**src/rtl/kfct_pkg.sv**
```systemverilog
// kfct_pkg: shared types, codes and command/status bundles of the keyframe interpolator
`default_nettype none
package kfct_pkg;

   typedef struct packed {
      logic               action;
      logic [3:0]         point_index;
      logic [15:0]        key_position;
      logic signed [15:0] alpha_mult_in;
      logic signed [15:0] red_mult_in;
      logic signed [15:0] green_mult_in;
      logic signed [15:0] blue_mult_in;
      logic signed [15:0] alpha_off_in;
      logic signed [15:0] red_off_in;
      logic signed [15:0] green_off_in;
      logic signed [15:0] blue_off_in;
      logic [23:0]        distance;
   } req_type;

   typedef struct packed {
      logic signed [15:0] alpha_mult_out;
      logic signed [15:0] red_mult_out;
      logic signed [15:0] green_mult_out;
      logic signed [15:0] blue_mult_out;
      logic signed [15:0] alpha_off_out;
      logic signed [15:0] red_off_out;
      logic signed [15:0] green_off_out;
      logic signed [15:0] blue_off_out;
      logic               kept_previous;
   } rsp_type;

   localparam logic ACT_LOAD = 1'b0;
   localparam logic ACT_EVAL = 1'b1;

   localparam logic REG_MAX_DISTANCE = 1'b0;
   localparam logic REG_POINT_COUNT  = 1'b1;

   localparam logic [1:0] RD_ZERO = 2'd0;
   localparam logic [1:0] RD_LAST = 2'd1;
   localparam logic [1:0] RD_IDX  = 2'd2;
   localparam logic [1:0] RD_PREV = 2'd3;

   localparam logic DIV_PATH   = 1'b0;
   localparam logic DIV_WEIGHT = 1'b1;

   localparam logic [16:0] U_ONE    = 17'h10000;
   localparam logic [15:0] MULT_ONE = 16'h1000;

   typedef struct packed {
      logic       load_wr;
      logic       capture;
      logic       rd_en;
      logic [1:0] rd_sel;
      logic       take;
      logic       t_save;
      logic       i_set1;
      logic       i_inc;
      logic       kprev_save;
      logic       k2_save;
      logic       div_init;
      logic       div_src;
      logic       div_step;
      logic       u_full_set;
      logic       u_save;
      logic       pa_save;
      logic       pb_save;
      logic       ch_clr;
      logic       mul;
      logic       acc;
   } cmd_type;

   typedef struct packed {
      logic n_zero;
      logic dist_zero;
      logic dist_ge_max;
      logic i_ge_n;
      logic i_next_ge_n;
      logic key_ge_t;
      logic div_done;
      logic u_full;
      logic ch_last;
   } status_type;

endpackage
`default_nettype wire

```
**src/rtl/kfct_ctrl.sv**
```systemverilog
// kfct_ctrl: sequencer for load and evaluate beats
`default_nettype none
module kfct_ctrl (
   input  wire                 clock,
   input  wire                 reset,
   input  wire                 start,
   input  wire                 action,
   input  kfct_pkg::status_type st,
   output kfct_pkg::cmd_type   cmd,
   output logic                busy,
   output logic                rsp_valid,
   output logic                kept
);

   localparam logic [3:0] S_IDLE  = 4'd0;
   localparam logic [3:0] S_CHECK = 4'd1;
   localparam logic [3:0] S_DIV1  = 4'd2;
   localparam logic [3:0] S_SINIT = 4'd3;
   localparam logic [3:0] S_SK0   = 4'd4;
   localparam logic [3:0] S_SRD   = 4'd5;
   localparam logic [3:0] S_SCMP  = 4'd6;
   localparam logic [3:0] S_UPREP = 4'd7;
   localparam logic [3:0] S_DIV2  = 4'd8;
   localparam logic [3:0] S_UDONE = 4'd9;
   localparam logic [3:0] S_RB    = 4'd10;
   localparam logic [3:0] S_RC    = 4'd11;
   localparam logic [3:0] S_MUL   = 4'd12;
   localparam logic [3:0] S_ACC   = 4'd13;
   localparam logic [3:0] S_TAKE  = 4'd14;
   localparam logic [3:0] S_RESP  = 4'd15;

   logic [3:0] state_ff, state_in;
   logic       kept_ff, kept_in;

   always_comb begin
      cmd      = '0;
      state_in = state_ff;
      kept_in  = kept_ff;
      case (state_ff)
         S_IDLE: begin
            if (start) begin
               if (action == kfct_pkg::ACT_EVAL) begin
                  cmd.capture = 1'b1;
                  state_in    = S_CHECK;
               end else begin
                  cmd.load_wr = 1'b1;
               end
            end
         end
         S_CHECK: begin
            if (st.n_zero) begin
               kept_in  = 1'b1;
               state_in = S_RESP;
            end else begin
               kept_in = 1'b0;
               if (st.dist_zero) begin
                  cmd.rd_en  = 1'b1;
                  cmd.rd_sel = kfct_pkg::RD_ZERO;
                  state_in   = S_TAKE;
               end else if (st.dist_ge_max) begin
                  cmd.rd_en  = 1'b1;
                  cmd.rd_sel = kfct_pkg::RD_LAST;
                  state_in   = S_TAKE;
               end else begin
                  cmd.div_init = 1'b1;
                  cmd.div_src  = kfct_pkg::DIV_PATH;
                  state_in     = S_DIV1;
               end
            end
         end
         S_DIV1: begin
            cmd.div_step = 1'b1;
            if (st.div_done) state_in = S_SINIT;
         end
         S_SINIT: begin
            cmd.t_save = 1'b1;
            cmd.rd_en  = 1'b1;
            cmd.rd_sel = kfct_pkg::RD_ZERO;
            cmd.i_set1 = 1'b1;
            state_in   = S_SK0;
         end
         S_SK0: begin
            cmd.kprev_save = 1'b1;
            cmd.rd_en      = 1'b1;
            if (st.i_ge_n) begin
               cmd.rd_sel = kfct_pkg::RD_LAST;
               state_in   = S_TAKE;
            end else begin
               cmd.rd_sel = kfct_pkg::RD_IDX;
               state_in   = S_SCMP;
            end
         end
         S_SRD: begin
            cmd.rd_en  = 1'b1;
            cmd.rd_sel = kfct_pkg::RD_IDX;
            state_in   = S_SCMP;
         end
         S_SCMP: begin
            if (st.key_ge_t) begin
               cmd.k2_save = 1'b1;
               state_in    = S_UPREP;
            end else begin
               cmd.kprev_save = 1'b1;
               cmd.i_inc      = 1'b1;
               if (st.i_next_ge_n) begin
                  cmd.rd_en  = 1'b1;
                  cmd.rd_sel = kfct_pkg::RD_LAST;
                  state_in   = S_TAKE;
               end else begin
                  state_in = S_SRD;
               end
            end
         end
         S_UPREP: begin
            if (st.u_full) begin
               cmd.u_full_set = 1'b1;
               cmd.rd_en      = 1'b1;
               cmd.rd_sel     = kfct_pkg::RD_PREV;
               state_in       = S_RB;
            end else begin
               cmd.div_init = 1'b1;
               cmd.div_src  = kfct_pkg::DIV_WEIGHT;
               state_in     = S_DIV2;
            end
         end
         S_DIV2: begin
            cmd.div_step = 1'b1;
            if (st.div_done) state_in = S_UDONE;
         end
         S_UDONE: begin
            cmd.u_save = 1'b1;
            cmd.rd_en  = 1'b1;
            cmd.rd_sel = kfct_pkg::RD_PREV;
            state_in   = S_RB;
         end
         S_RB: begin
            cmd.pa_save = 1'b1;
            cmd.rd_en   = 1'b1;
            cmd.rd_sel  = kfct_pkg::RD_IDX;
            state_in    = S_RC;
         end
         S_RC: begin
            cmd.pb_save = 1'b1;
            cmd.ch_clr  = 1'b1;
            state_in    = S_MUL;
         end
         S_MUL: begin
            cmd.mul  = 1'b1;
            state_in = S_ACC;
         end
         S_ACC: begin
            cmd.acc  = 1'b1;
            state_in = st.ch_last ? S_RESP : S_MUL;
         end
         S_TAKE: begin
            cmd.take = 1'b1;
            state_in = S_RESP;
         end
         S_RESP: begin
            state_in = S_IDLE;
         end
         default: begin
            state_in = S_IDLE;
         end
      endcase
   end

   always_ff @(posedge clock) begin
      if (reset) begin
         state_ff <= S_IDLE;
         kept_ff  <= 1'b0;
      end else begin
         state_ff <= state_in;
         kept_ff  <= kept_in;
      end
   end

   assign busy      = (state_ff != S_IDLE);
   assign rsp_valid = (state_ff == S_RESP);
   assign kept      = kept_ff;

endmodule
`default_nettype wire

```
**src/rtl/kfct_dp.sv**
```systemverilog
// kfct_dp: keyframe memories, shared divider, search registers and channel lerp
`default_nettype none
module kfct_dp #(
   parameter int MAX_POINTS = 16
) (
   input  wire                   clock,
   input  wire                   reset,
   input  kfct_pkg::req_type     req_data,
   input  wire  [23:0]           max_distance,
   input  wire  [4:0]            point_count,
   input  kfct_pkg::cmd_type     cmd,
   output kfct_pkg::status_type  st,
   output logic [63:0]           held_mult,
   output logic [63:0]           held_off
);

   localparam int AW = $clog2(MAX_POINTS);
   localparam int CW = $clog2(MAX_POINTS + 1);

   logic [15:0] key_mem  [MAX_POINTS];
   logic [63:0] mult_mem [MAX_POINTS];
   logic [63:0] off_mem  [MAX_POINTS];

   logic [15:0] key_rd_ff;
   logic [63:0] mult_rd_ff, off_rd_ff;

   logic [CW-1:0] n_ff, i_ff;
   logic [23:0]   dist_ff;
   logic [15:0]   t_ff, kprev_ff, k2_ff;
   logic [23:0]   rem_ff, den_ff;
   logic [15:0]   q_ff;
   logic [3:0]    dcnt_ff;
   logic [16:0]   u_ff;
   logic [63:0]   pa_m_ff, pa_o_ff, pb_m_ff, pb_o_ff;
   logic [2:0]    ch_ff, chd_ff;
   logic signed [34:0] prod_ff;
   logic signed [15:0] a_ff;
   logic [63:0]   held_m_ff, held_m_in, held_o_ff, held_o_in;

   logic [AW-1:0] wr_addr, rd_addr;
   logic          slot_ok;
   logic [31:0]   count32;
   logic [CW-1:0] n_in;

   function automatic logic signed [15:0] lane(input logic [63:0] v, input logic [1:0] c);
      return v[{c, 4'd0} +: 16];
   endfunction

   assign slot_ok = (32'(req_data.point_index) < MAX_POINTS);
   assign wr_addr = AW'(req_data.point_index);
   assign count32 = 32'(point_count);
   assign n_in    = (count32 > MAX_POINTS) ? CW'(MAX_POINTS) : CW'(count32);

   always_comb begin
      case (cmd.rd_sel)
         kfct_pkg::RD_ZERO: rd_addr = '0;
         kfct_pkg::RD_LAST: rd_addr = AW'(n_ff - 1'b1);
         kfct_pkg::RD_IDX:  rd_addr = AW'(i_ff);
         kfct_pkg::RD_PREV: rd_addr = AW'(i_ff - 1'b1);
         default:           rd_addr = '0;
      endcase
   end

   always_ff @(posedge clock) begin
      if (cmd.load_wr && slot_ok) begin
         key_mem[wr_addr]  <= req_data.key_position;
         mult_mem[wr_addr] <= {req_data.blue_mult_in, req_data.green_mult_in,
                               req_data.red_mult_in, req_data.alpha_mult_in};
         off_mem[wr_addr]  <= {req_data.blue_off_in, req_data.green_off_in,
                               req_data.red_off_in, req_data.alpha_off_in};
      end
      if (cmd.rd_en) begin
         key_rd_ff  <= key_mem[rd_addr];
         mult_rd_ff <= mult_mem[rd_addr];
         off_rd_ff  <= off_mem[rd_addr];
      end
   end

   // search and capture registers
   always_ff @(posedge clock) begin
      if (cmd.capture) begin
         dist_ff <= req_data.distance;
         n_ff    <= n_in;
      end
      if (cmd.t_save)     t_ff     <= q_ff;
      if (cmd.kprev_save) kprev_ff <= key_rd_ff;
      if (cmd.k2_save)    k2_ff    <= key_rd_ff;
      if (cmd.i_set1)     i_ff     <= CW'(1);
      else if (cmd.i_inc) i_ff     <= i_ff + 1'b1;
   end

   // restoring divider, one quotient bit per cycle
   logic [24:0] rem2, rem_sub;
   logic        rem_ge;
   logic [15:0] wnum;

   assign rem2    = {rem_ff, 1'b0};
   assign rem_ge  = (rem2 >= {1'b0, den_ff});
   assign rem_sub = rem2 - {1'b0, den_ff};
   assign wnum    = (t_ff > kprev_ff) ? (t_ff - kprev_ff) : 16'd0;

   always_ff @(posedge clock) begin
      if (cmd.div_init) begin
         dcnt_ff <= '0;
         if (cmd.div_src == kfct_pkg::DIV_PATH) begin
            rem_ff <= dist_ff;
            den_ff <= max_distance;
         end else begin
            rem_ff <= 24'(wnum);
            den_ff <= 24'(k2_ff - kprev_ff);
         end
      end else if (cmd.div_step) begin
         dcnt_ff <= dcnt_ff + 1'b1;
         rem_ff  <= rem_ge ? rem_sub[23:0] : rem2[23:0];
         q_ff    <= {q_ff[14:0], rem_ge};
      end
      if (cmd.u_full_set)  u_ff <= kfct_pkg::U_ONE;
      else if (cmd.u_save) u_ff <= {1'b0, q_ff};
   end

   // channel lerp, one channel at a time through the multiplier, a multiply then an accumulate step
   logic signed [15:0] lane_a, lane_b, acc_v;
   logic signed [16:0] diff;
   logic signed [17:0] u_s;
   logic signed [34:0] rnd;

   assign lane_a = ch_ff[2] ? lane(pa_o_ff, ch_ff[1:0]) : lane(pa_m_ff, ch_ff[1:0]);
   assign lane_b = ch_ff[2] ? lane(pb_o_ff, ch_ff[1:0]) : lane(pb_m_ff, ch_ff[1:0]);
   assign diff   = {lane_b[15], lane_b} - {lane_a[15], lane_a};
   assign u_s    = signed'({1'b0, u_ff});
   assign rnd    = prod_ff + 35'sd32768;
   assign acc_v  = a_ff + 16'(rnd >>> 16);

   always_ff @(posedge clock) begin
      if (cmd.pa_save) begin
         pa_m_ff <= mult_rd_ff;
         pa_o_ff <= off_rd_ff;
      end
      if (cmd.pb_save) begin
         pb_m_ff <= mult_rd_ff;
         pb_o_ff <= off_rd_ff;
      end
      if (cmd.ch_clr) ch_ff <= '0;
      else if (cmd.mul) ch_ff <= ch_ff + 1'b1;
      if (cmd.mul) begin
         prod_ff <= u_s * diff;
         a_ff    <= lane_a;
         chd_ff  <= ch_ff;
      end
   end

   always_comb begin
      held_m_in = held_m_ff;
      held_o_in = held_o_ff;
      if (cmd.take) begin
         held_m_in = mult_rd_ff;
         held_o_in = off_rd_ff;
      end else if (cmd.acc) begin
         if (chd_ff[2]) held_o_in[{chd_ff[1:0], 4'd0} +: 16] = acc_v;
         else           held_m_in[{chd_ff[1:0], 4'd0} +: 16] = acc_v;
      end
   end

   always_ff @(posedge clock) begin
      if (reset) begin
         held_m_ff <= {4{kfct_pkg::MULT_ONE}};
         held_o_ff <= '0;
      end else begin
         held_m_ff <= held_m_in;
         held_o_ff <= held_o_in;
      end
   end

   assign held_mult = held_m_ff;
   assign held_off  = held_o_ff;

   assign st.n_zero      = (n_ff == '0);
   assign st.dist_zero   = (dist_ff == '0);
   assign st.dist_ge_max = (dist_ff >= max_distance);
   assign st.i_ge_n      = (i_ff >= n_ff);
   assign st.i_next_ge_n = (({1'b0, i_ff} + 1'b1) >= {1'b0, n_ff});
   assign st.key_ge_t    = (key_rd_ff >= t_ff);
   assign st.div_done    = (dcnt_ff == 4'hf);
   assign st.u_full      = (k2_ff <= kprev_ff) || (t_ff >= k2_ff);
   assign st.ch_last     = (chd_ff == 3'd7);

endmodule
`default_nettype wire

```
**src/rtl/keyframe_color_transform_lerp.sv**
```systemverilog
// keyframe_color_transform_lerp: top level with control registers, sequencer and datapath
`default_nettype none
// Colour-transform keyframe interpolator. A load beat (action 0) writes one keyframe slot in
// the same cycle it is accepted and gives no result; busy stays low. An evaluate beat
// (action 1) turns the distance into a path fraction with a one-bit-per-cycle divider,
// walks the key memory one slot at a time, reading then comparing each, to find the
// bracketing pair, runs the divider again for the weight, then lerps the eight channels
// through one shared multiplier, a multiply then an accumulate step per channel. An empty
// table returns the held transform unchanged with kept_previous set; a distance of zero or
// at or above max_distance takes the first or last keyframe, and a search that finds no
// bracketing key takes the last one. The result beat is the last busy cycle and the next
// beat can be taken in the cycle after it.
// The result is shown on rsp_* for one cycle with rsp_valid and cannot be held off, so the
// receiver must take it then. Configuration may only be written while busy is low.
module keyframe_color_transform_lerp #(
   parameter int MAX_POINTS = 16
) (
   input  wire                 clock,
   input  wire                 reset,
   input  wire                 start,
   output logic                busy,
   input  kfct_pkg::req_type   req_data,
   output logic                rsp_valid,
   output kfct_pkg::rsp_type   rsp_data,
   input  wire                 csr_we,
   input  wire                 csr_index,
   input  wire  [23:0]         csr_wdata
);

   // control registers
   logic [23:0] max_distance_ff;
   logic [4:0]  point_count_ff;

   always_ff @(posedge clock) begin
      if (reset) begin
         max_distance_ff <= 24'd35840;
         point_count_ff  <= 5'd0;
      end else if (csr_we) begin
         case (csr_index)
            kfct_pkg::REG_MAX_DISTANCE: max_distance_ff <= csr_wdata;
            kfct_pkg::REG_POINT_COUNT:  point_count_ff  <= csr_wdata[4:0];
            default: ;
         endcase
      end
   end

   kfct_pkg::cmd_type    cmd;
   kfct_pkg::status_type st;
   logic                 kept;
   logic [63:0]          held_mult, held_off;

   // sequencer
   kfct_ctrl u_ctrl (
      .clock     (clock),
      .reset     (reset),
      .start     (start),
      .action    (req_data.action),
      .st        (st),
      .cmd       (cmd),
      .busy      (busy),
      .rsp_valid (rsp_valid),
      .kept      (kept)
   );

   // memories, divider, multiplier
   kfct_dp #(
      .MAX_POINTS (MAX_POINTS)
   ) u_dp (
      .clock        (clock),
      .reset        (reset),
      .req_data     (req_data),
      .max_distance (max_distance_ff),
      .point_count  (point_count_ff),
      .cmd          (cmd),
      .st           (st),
      .held_mult    (held_mult),
      .held_off     (held_off)
   );

   // result beat straight from the held transform
   assign rsp_data.alpha_mult_out = held_mult[15:0];
   assign rsp_data.red_mult_out   = held_mult[31:16];
   assign rsp_data.green_mult_out = held_mult[47:32];
   assign rsp_data.blue_mult_out  = held_mult[63:48];
   assign rsp_data.alpha_off_out  = held_off[15:0];
   assign rsp_data.red_off_out    = held_off[31:16];
   assign rsp_data.green_off_out  = held_off[47:32];
   assign rsp_data.blue_off_out   = held_off[63:48];
   assign rsp_data.kept_previous  = kept;

`ifndef SYNTH
   a_rsp_single: assert property (@(posedge clock) disable iff (reset)
      rsp_valid |=> !rsp_valid) else $error("result beat longer than one cycle");
   a_eval_busy: assert property (@(posedge clock) disable iff (reset)
      (start && !busy && req_data.action == kfct_pkg::ACT_EVAL) |=> busy)
      else $error("evaluate beat did not start work");
   a_load_idle: assert property (@(posedge clock) disable iff (reset)
      (start && !busy && req_data.action == kfct_pkg::ACT_LOAD) |=> !busy && !rsp_valid)
      else $error("load beat started work");
   a_rsp_busy: assert property (@(posedge clock) disable iff (reset)
      rsp_valid |-> busy) else $error("result outside evaluate");
`endif

endmodule
`default_nettype wire
```
**config.mk**
```make
export PLATFORM = sky130hd
export DESIGN_NAME = keyframe_color_transform_lerp
export DESIGN_NICKNAME = d
export VERILOG_FILES = /design/src/rtl/kfct_pkg.sv /design/src/rtl/kfct_ctrl.sv /design/src/rtl/kfct_dp.sv /design/src/rtl/keyframe_color_transform_lerp.sv
export SDC_FILE = /design/constraint.sdc
export NUM_CORES = 2
export LEC_CHECK = 0
export ABC_AREA = 1
export ABC_CLOCK_PERIOD_IN_PS = 12300
export BUFFER_PORTS_ARGS = -buffer_cell sky130_fd_sc_hd__clkbuf_2
export CORE_MARGIN = 2
export CORE_UTILIZATION = 45
export CTS_CLUSTER_DIAMETER = 120
export DETAILED_ROUTE_END_ITERATION = 10
export GPL_TIMING_DRIVEN = 0
export PLACE_DENSITY = 0.68
export RECOVER_POWER = 50
export SYNTH_ARGS = -nofsm -noshare
export SYNTH_HDL_FRONTEND = slang
export SYNTH_HIERARCHICAL = 1
export SYNTH_SLANG_ARGS = --single-unit
```
**constraint.sdc**
```tcl
create_clock -name clock -period 12.3 [get_ports clock]
set_input_delay 1.23 -clock clock [delete_from_list [all_inputs] [get_ports clock]]
set_output_delay 1.23 -clock clock [all_outputs]
set_load 0.005 [all_outputs]
```
## Yosys cells after proc, flatten, opt, wreduce, memory -nomap -nowiden

Memory sizes are Yosys's and may differ from the RTL's. A register that Yosys moved wholly into a read port is not among the register bits.
Cells that the tools add are included.

- $add $sub $neg: 13
- $mul: 1
- Magnitude comparators: 9
- Eq/ne operators: 25
- Shifts and indexed selects: 6
- Mux-type cells: 65
- Bitwise operators: 2
- Reduce and logical (&&, ||, !) cells: 17

Operators with widths:

| operator | count |
|---|---|
| $mux W64 | 6 |
| $shiftx A64 B7 Y16 | 4 |
| $bwmux W64 | 2 |
| $mux W24 | 5 |
| $pmux W4 S16 | 1 |
| $shift A16 B8 Y64 const A | 1 |
| $shiftx A16 B8 Y64 | 1 |
| $mux W16 | 3 |
| $mux W4 | 10 |
| $eq A4 B4 Y1 const B | 9 |
| $sub A16 B16 Y17 | 2 |
| $add A32 B17 Y32 const B | 1 |
| $ge A16 B16 Y1 | 2 |
| $mul A18 B17 Y32 | 1 |
| $ge A25 B24 Y1 | 1 |
| $ge A24 B24 Y1 | 1 |
| $logic_not A24 Y1 | 1 |
| $mux W2 | 12 |
| $sub A24 B24 Y24 | 1 |
| $pmux W3 S7 | 1 |
| $mux W3 | 6 |
| $add A16 B16 Y16 | 1 |
| $eq A4 B3 Y1 const B | 4 |
| $gt A16 B16 Y1 | 1 |
| other kinds (31) | 61 |

- Bits in registers: 639
- Bits in writable memories: 2304
- Input bits: 202
- Output and inout bits: 131
- Word-level logic and storage cells: 166
- Memories: 3

Memory list:

| memory | depth | width | read ports | clocked after memory_dff | write ports | RTL line | source |
|---|---|---|---|---|---|---|---|
| u_dp.mult_mem | 16 | 64 | 1 | 1 | 1 | kfct_dp.sv:21 | `logic [63:0] mult_mem [MAX_POINTS];` |
| u_dp.off_mem | 16 | 64 | 1 | 1 | 1 | kfct_dp.sv:22 | `logic [63:0] off_mem [MAX_POINTS];` |
| u_dp.key_mem | 16 | 16 | 1 | 1 | 1 | kfct_dp.sv:20 | `logic [15:0] key_mem [MAX_POINTS];` |

## Longest topological paths before layout

- Word-level depth: 7
- Gate-level depth with buffers: 44

## By module

The synthesis kept the hierarchy.

Modules (own cells, without submodules):

| module | instances | cells each | area each (µm²) | seq. area each (µm²) |
|---|---|---|---|---|
| kfct_dp | 1 | 11034 | 132717.3 | 89656.0 |
| keyframe_color_transform_lerp | 1 | 175 | 1218.7 | 580.6 |
| kfct_ctrl | 1 | 108 | 583.1 | 100.1 |

## Worst setup path before layout

Ideal clock, no wire load.

- Kind: input to register
- Start point: input req_data[172] (netlist name)
- End point: memory u_dp.key_mem[0][0] (enable)
- Setup time: 650 ps
- Arrival time: 7757 ps
- Required time: 11650 ps
- Slack: 3893 ps
- Stages: 3
- Path buffers: 0
- Cells stage by stage: nor3b_1 -> nand3_1 -> nor2_1

- Longest elaborated chain between the ends: 5

Ends and longest elaborated chain:

| what | RTL line | source |
|---|---|---|
| start: declaration | keyframe_color_transform_lerp.sv:22 | `input kfct_pkg::req_type req_data,` |
| $mux W1 | kfct_ctrl.sv:42 | `if (action == kfct_pkg::ACT_EVAL) begin` |
| $mux W2 | kfct_ctrl.sv:41 | `if (start) begin` |
| $mux W2 | kfct_ctrl.sv:39 | `case (state_ff)` |
| $mux W1 | kfct_dp.sv:65 | `if (cmd.load_wr && slot_ok) begin` |
| $mux W1 (implied by the code) | kfct_dp.sv:66 | `key_mem[wr_addr] <= req_data.key_position;` |
| end: declaration | kfct_dp.sv:20 |  |

No other way between the ends.

## Final worst setup path

- Start point: register u_dp.ch_ff[2]
- End point: register u_dp.prod_ff[30], data pin

- Longest elaborated chain between the ends: 3
- Elaborated cells between the ends (all ways): 4
- Classes of those cells: add/sub: 1; mul: 1; mux: 2

Ends and longest elaborated chain:

| what | RTL line | source |
|---|---|---|
| start: declaration | kfct_dp.sv:35 | `logic [2:0] ch_ff, chd_ff;` |
| start signal: assignment | kfct_dp.sv:144 | `else if (cmd.mul) ch_ff <= ch_ff + 1'b1;` |
| $mux W16 | kfct_dp.sv:127 | `assign lane_a = ch_ff[2] ? lane(pa_o_ff, ch_ff[1:0]) : lane(pa_m_ff, ch_ff[1:0]);` |
| named net u_dp.lane_a[0] | kfct_dp.sv:122 | `logic signed [15:0] lane_a, lane_b, acc_v;` |
| $sub A16 B16 Y17 | kfct_dp.sv:129 | `assign diff = {lane_b[15], lane_b} - {lane_a[15], lane_a};` |
| $mul A18 B17 Y32 | kfct_dp.sv:146 | `prod_ff <= u_s * diff;` |
| end signal: assignment | kfct_dp.sv:146 |  |
| end: declaration | kfct_dp.sv:36 | `logic signed [34:0] prod_ff;` |

The timed path passes the listed nets, and every way through them passes these cells.
A chain may end at the register's enable or synchronous reset.

==> reports/metrics.yaml <==
nets: 12800
post_cts_buffers: 0
post-route-period-util_pct: 88.4
ios: 333
gp_congestion: 0.979
coreArea_mm2: 0.297
violations: "max-capacitance violations, max-slew violations"
path_clk_slew_ns: 0.06
synth.distinct_cells: 55
hold_buffers: 0
clock_sink_count: 3072
die_x_um: 551
cp_max_fo: 10
slew_headroom_pct: -119
skew_ns: 0.118
ys_warn_count: 6
dr.first_iter.drc_count: 15700
cts_resized: 0
placed_cells: 15700
syn_area_mm2: 0.135
tritoncts: "done"
cts_htree_levels: 5
die_y_um: 551
setup_viol: 0
fmax_mhz: 92.0
cts_root_buf: "clkbuf_16"
post_drt_wl_per_cell_um: 29.7
worstSetupStartpointType: "register"
path_class: "register to register"
ant_nets: 0
fin_cells: 16300
synth_cells: 11300
min_path_type: "register to register"
hold_viol_final: 0
antenna_found_initial: 74
drive_gt1_share_pct: 8.14
drt-total-wl_um: 485000
utilization_pct: 51.7
clk_latency_ns: 0.95
initial_utilization_pct: 45.3
cap_violations: 12
syn_avg_cell_area_um2: 11.9
rows: 200
hpwlAfterDp_um: 350000
grt_usage_pct: 31.1
ys_seq_area_share_pct: 67.2
via_count: 99100
die_area_mm2: 0.303
synth_nets: 12000
grt-ovfl-total: 0
area_growth_pct: 14.3
viasPerCell: 6.07
portBuffers: 331
fin_setup_tns_ns: 0
first_pass_iters: 8
grt_start_max_net_pins: 78
ys_seq_elements: 3072
arrival_ns: 11.53
period_minus_slack_ns: 10.87
grt_pass1_vias: 91900
drc_errors: 0
worst_pin_slew_ns: 3.28
clk_path_buf_depth: 4
critical_path.max_stage_delay_ns: 0.74
critPathSlowestCell: "a31oi_1"
outcome: "complete, but fails checks"
grt_pass1_wl_um: 670000
slew_violations: 334
async_flop_share_pct: 0
synth-main-ff-cell: "edfxtp_1"
regToRegSetupSlack_ns: 1.43
rsz0062_at_grt: "no"
crit_path_frequent_cell: "nand2_1"
required_ns: 12.95
cts-buffers-inserted: 322
synth_edf_count: 2881
critPathCaptureType: "register"
-- worst paths after layout --
check | from | endpoint | cells after the start
setup / recovery | u_dp/ch_ff[2] | u_dp/prod_ff[30] | 40
hold / removal | u_dp/q_ff[15] | u_dp/t_ff[15] | 0
setup reg to reg | u_dp/ch_ff[2] | u_dp/prod_ff[30] | 40
hold reg to reg | u_dp/q_ff[15] | u_dp/t_ff[15] | 0
-- synth_stat cells, types with 5 or more instances --
| library cell | n | area [um^2] |
|---|---|---|
| nand4_1 | 57 | 357 |
| edfxtp_1 | 2881 | 86500 |
| buf_2 | 185 | 926 |
| o31ai_1 | 6 | 45.0 |
| xor2_1 | 46 | 403 |
| nand2_1 | 994 | 3730 |
| dfxtp_1 | 191 | 3820 |
| o21a_1 | 8 | 60.1 |
| buf_6 | 10 | 113 |
| a21boi_0 | 5 | 37.5 |
| buf_4 | 32 | 240 |
| or2_2 | 14 | 87.6 |
| nand3_1 | 293 | 1470 |
| o22ai_1 | 350 | 2190 |
| inv_2 | 10 | 37.5 |
| nor3_1 | 34 | 170 |
| clkbuf_1 | 390 | 1460 |
| ha_1 | 269 | 3370 |
| o21bai_1 | 74 | 556 |
| nor2_1 | 1822 | 6840 |
| nand2_2 | 5 | 31.3 |
| a21oi_1 | 401 | 2010 |
| nor4_1 | 17 | 106 |
| nand3b_1 | 9 | 67.6 |
| inv_1 | 783 | 2940 |
| a21o_1 | 10 | 75.1 |
| buf_1 | 26 | 97.6 |
| a211oi_1 | 8 | 60.1 |
| o21ai_1 | 382 | 1910 |
| a31oi_1 | 36 | 225 |
| o211ai_1 | 346 | 2600 |
| xnor2_1 | 30 | 263 |
| o21ai_0 | 1269 | 6350 |
| fa_1 | 228 | 4560 |
| o221ai_1 | 55 | 482 |
| clkinv_1 | 7 | 26.3 |
-- final cells by class --
class | instances | area [um^2]
clock inverter | 188 | 1620
fill | 25300 | 143000
tap | 3939 | 4930
sequential | 3072 | 90300
multi-input combinational | 6799 | 38400
clock buffer | 391 | 8440
antenna | 45 | 113
inverter | 801 | 3010
buffer | 645 | 2840
timing repair buffer | 457 | 4000
-- logic make-up after synthesis --
| group | count (synthesis) | share of synthesized area (%) |
|---|---|---|
| buffers and inverters | 1446 | 4.35 |
| and+or+nand+nor | 3261 | 9.66 |
| xor gates and xnor gates | 76 | 0.495 |
| adders and majority gates | 497 | 5.90 |
| DFF | 3072 | 67.2 |
| AOI/OAI and AO/OA | 2965 | 12.4 |
-- flip-flops by register name, indices dropped and copies added, names as in the netlist, 17 cells and up --
register,count
u_dp/pa_m_ff,64
u_dp/pa_o_ff,64
max_distance_ff,24
u_dp/off_mem,1024
u_dp/off_rd_ff,64
u_dp/prod_ff,17
u_dp/dist_ff,24
u_dp/u_ff,17
u_dp/rem_ff,24
u_dp/mult_rd_ff,64
u_dp/pb_m_ff,64
u_dp/mult_mem,1024
u_dp/held_mult,64
u_dp/pb_o_ff,64
u_dp/key_mem,256
u_dp/held_off,64
u_dp/den_ff,24
-- placed cells by master, fill, tap and decap left out, drive strengths merged, types with 46 or more instances in the layout --
cell | netlist | routed
dfxtp | 191 | 191
xor2 | 46 | 46
o22ai | 351 | 351
o21ai | 1656 | 1656
o21bai | 74 | 74
buf | 253 | 371
o211ai | 346 | 346
inv | 793 | 804
clkinv | 8 | 159
nor2 | 1828 | 1828
ha | 269 | 269
a21oi | 401 | 401
nand4 | 57 | 57
clkbuf | 392 | 1122
o221ai | 55 | 55
edfxtp | 2881 | 2881
nand3 | 296 | 296
nand2 | 1001 | 1001
fa | 228 | 228
-- metrics by stage --
step           setup WS (ns)  hold slack [ns]  instance area [um^2]
2_1_floorplan           3.89            0.421                135000
3_3_place_gp           -5.85            0.442                141000
3_5_place_dp            1.89            0.457                144000
4_1_cts                 1.85            0.464                154000
5_1_grt                 1.21            0.472                154000
6_report                1.43            0.466                154000
-- critical path: cells and delay by family, from the launching register on --
family,cells,cell delay [ns]
xor gates and xnor gates,1,0.15
AOI/OAI and AO/OA,6,1.92
adders and majority gates,9,4.04
buffers and inverters,11,2.73
and+or+nand+nor,13,1.28
DFF,1,0.52
-- routing by layer --
metal | vias to the layer above | wire (um) | part of all wire, % | track usage [%]
li1 | 42100 | - | - | -
met1 | 48500 | 170000 | 35 | 39.2
met2 | 7146 | 213000 | 44 | 47.2
met3 | 1331 | 66400 | 14 | 9.17
met4 | 38 | 35000 | 7.2 | 19.6
met5 | - | 246 | 0.051 | 0
Power is left out: the tool's default activity adds up to more than one toggle a clock period on the data nets, which glitch-free logic cannot reach.
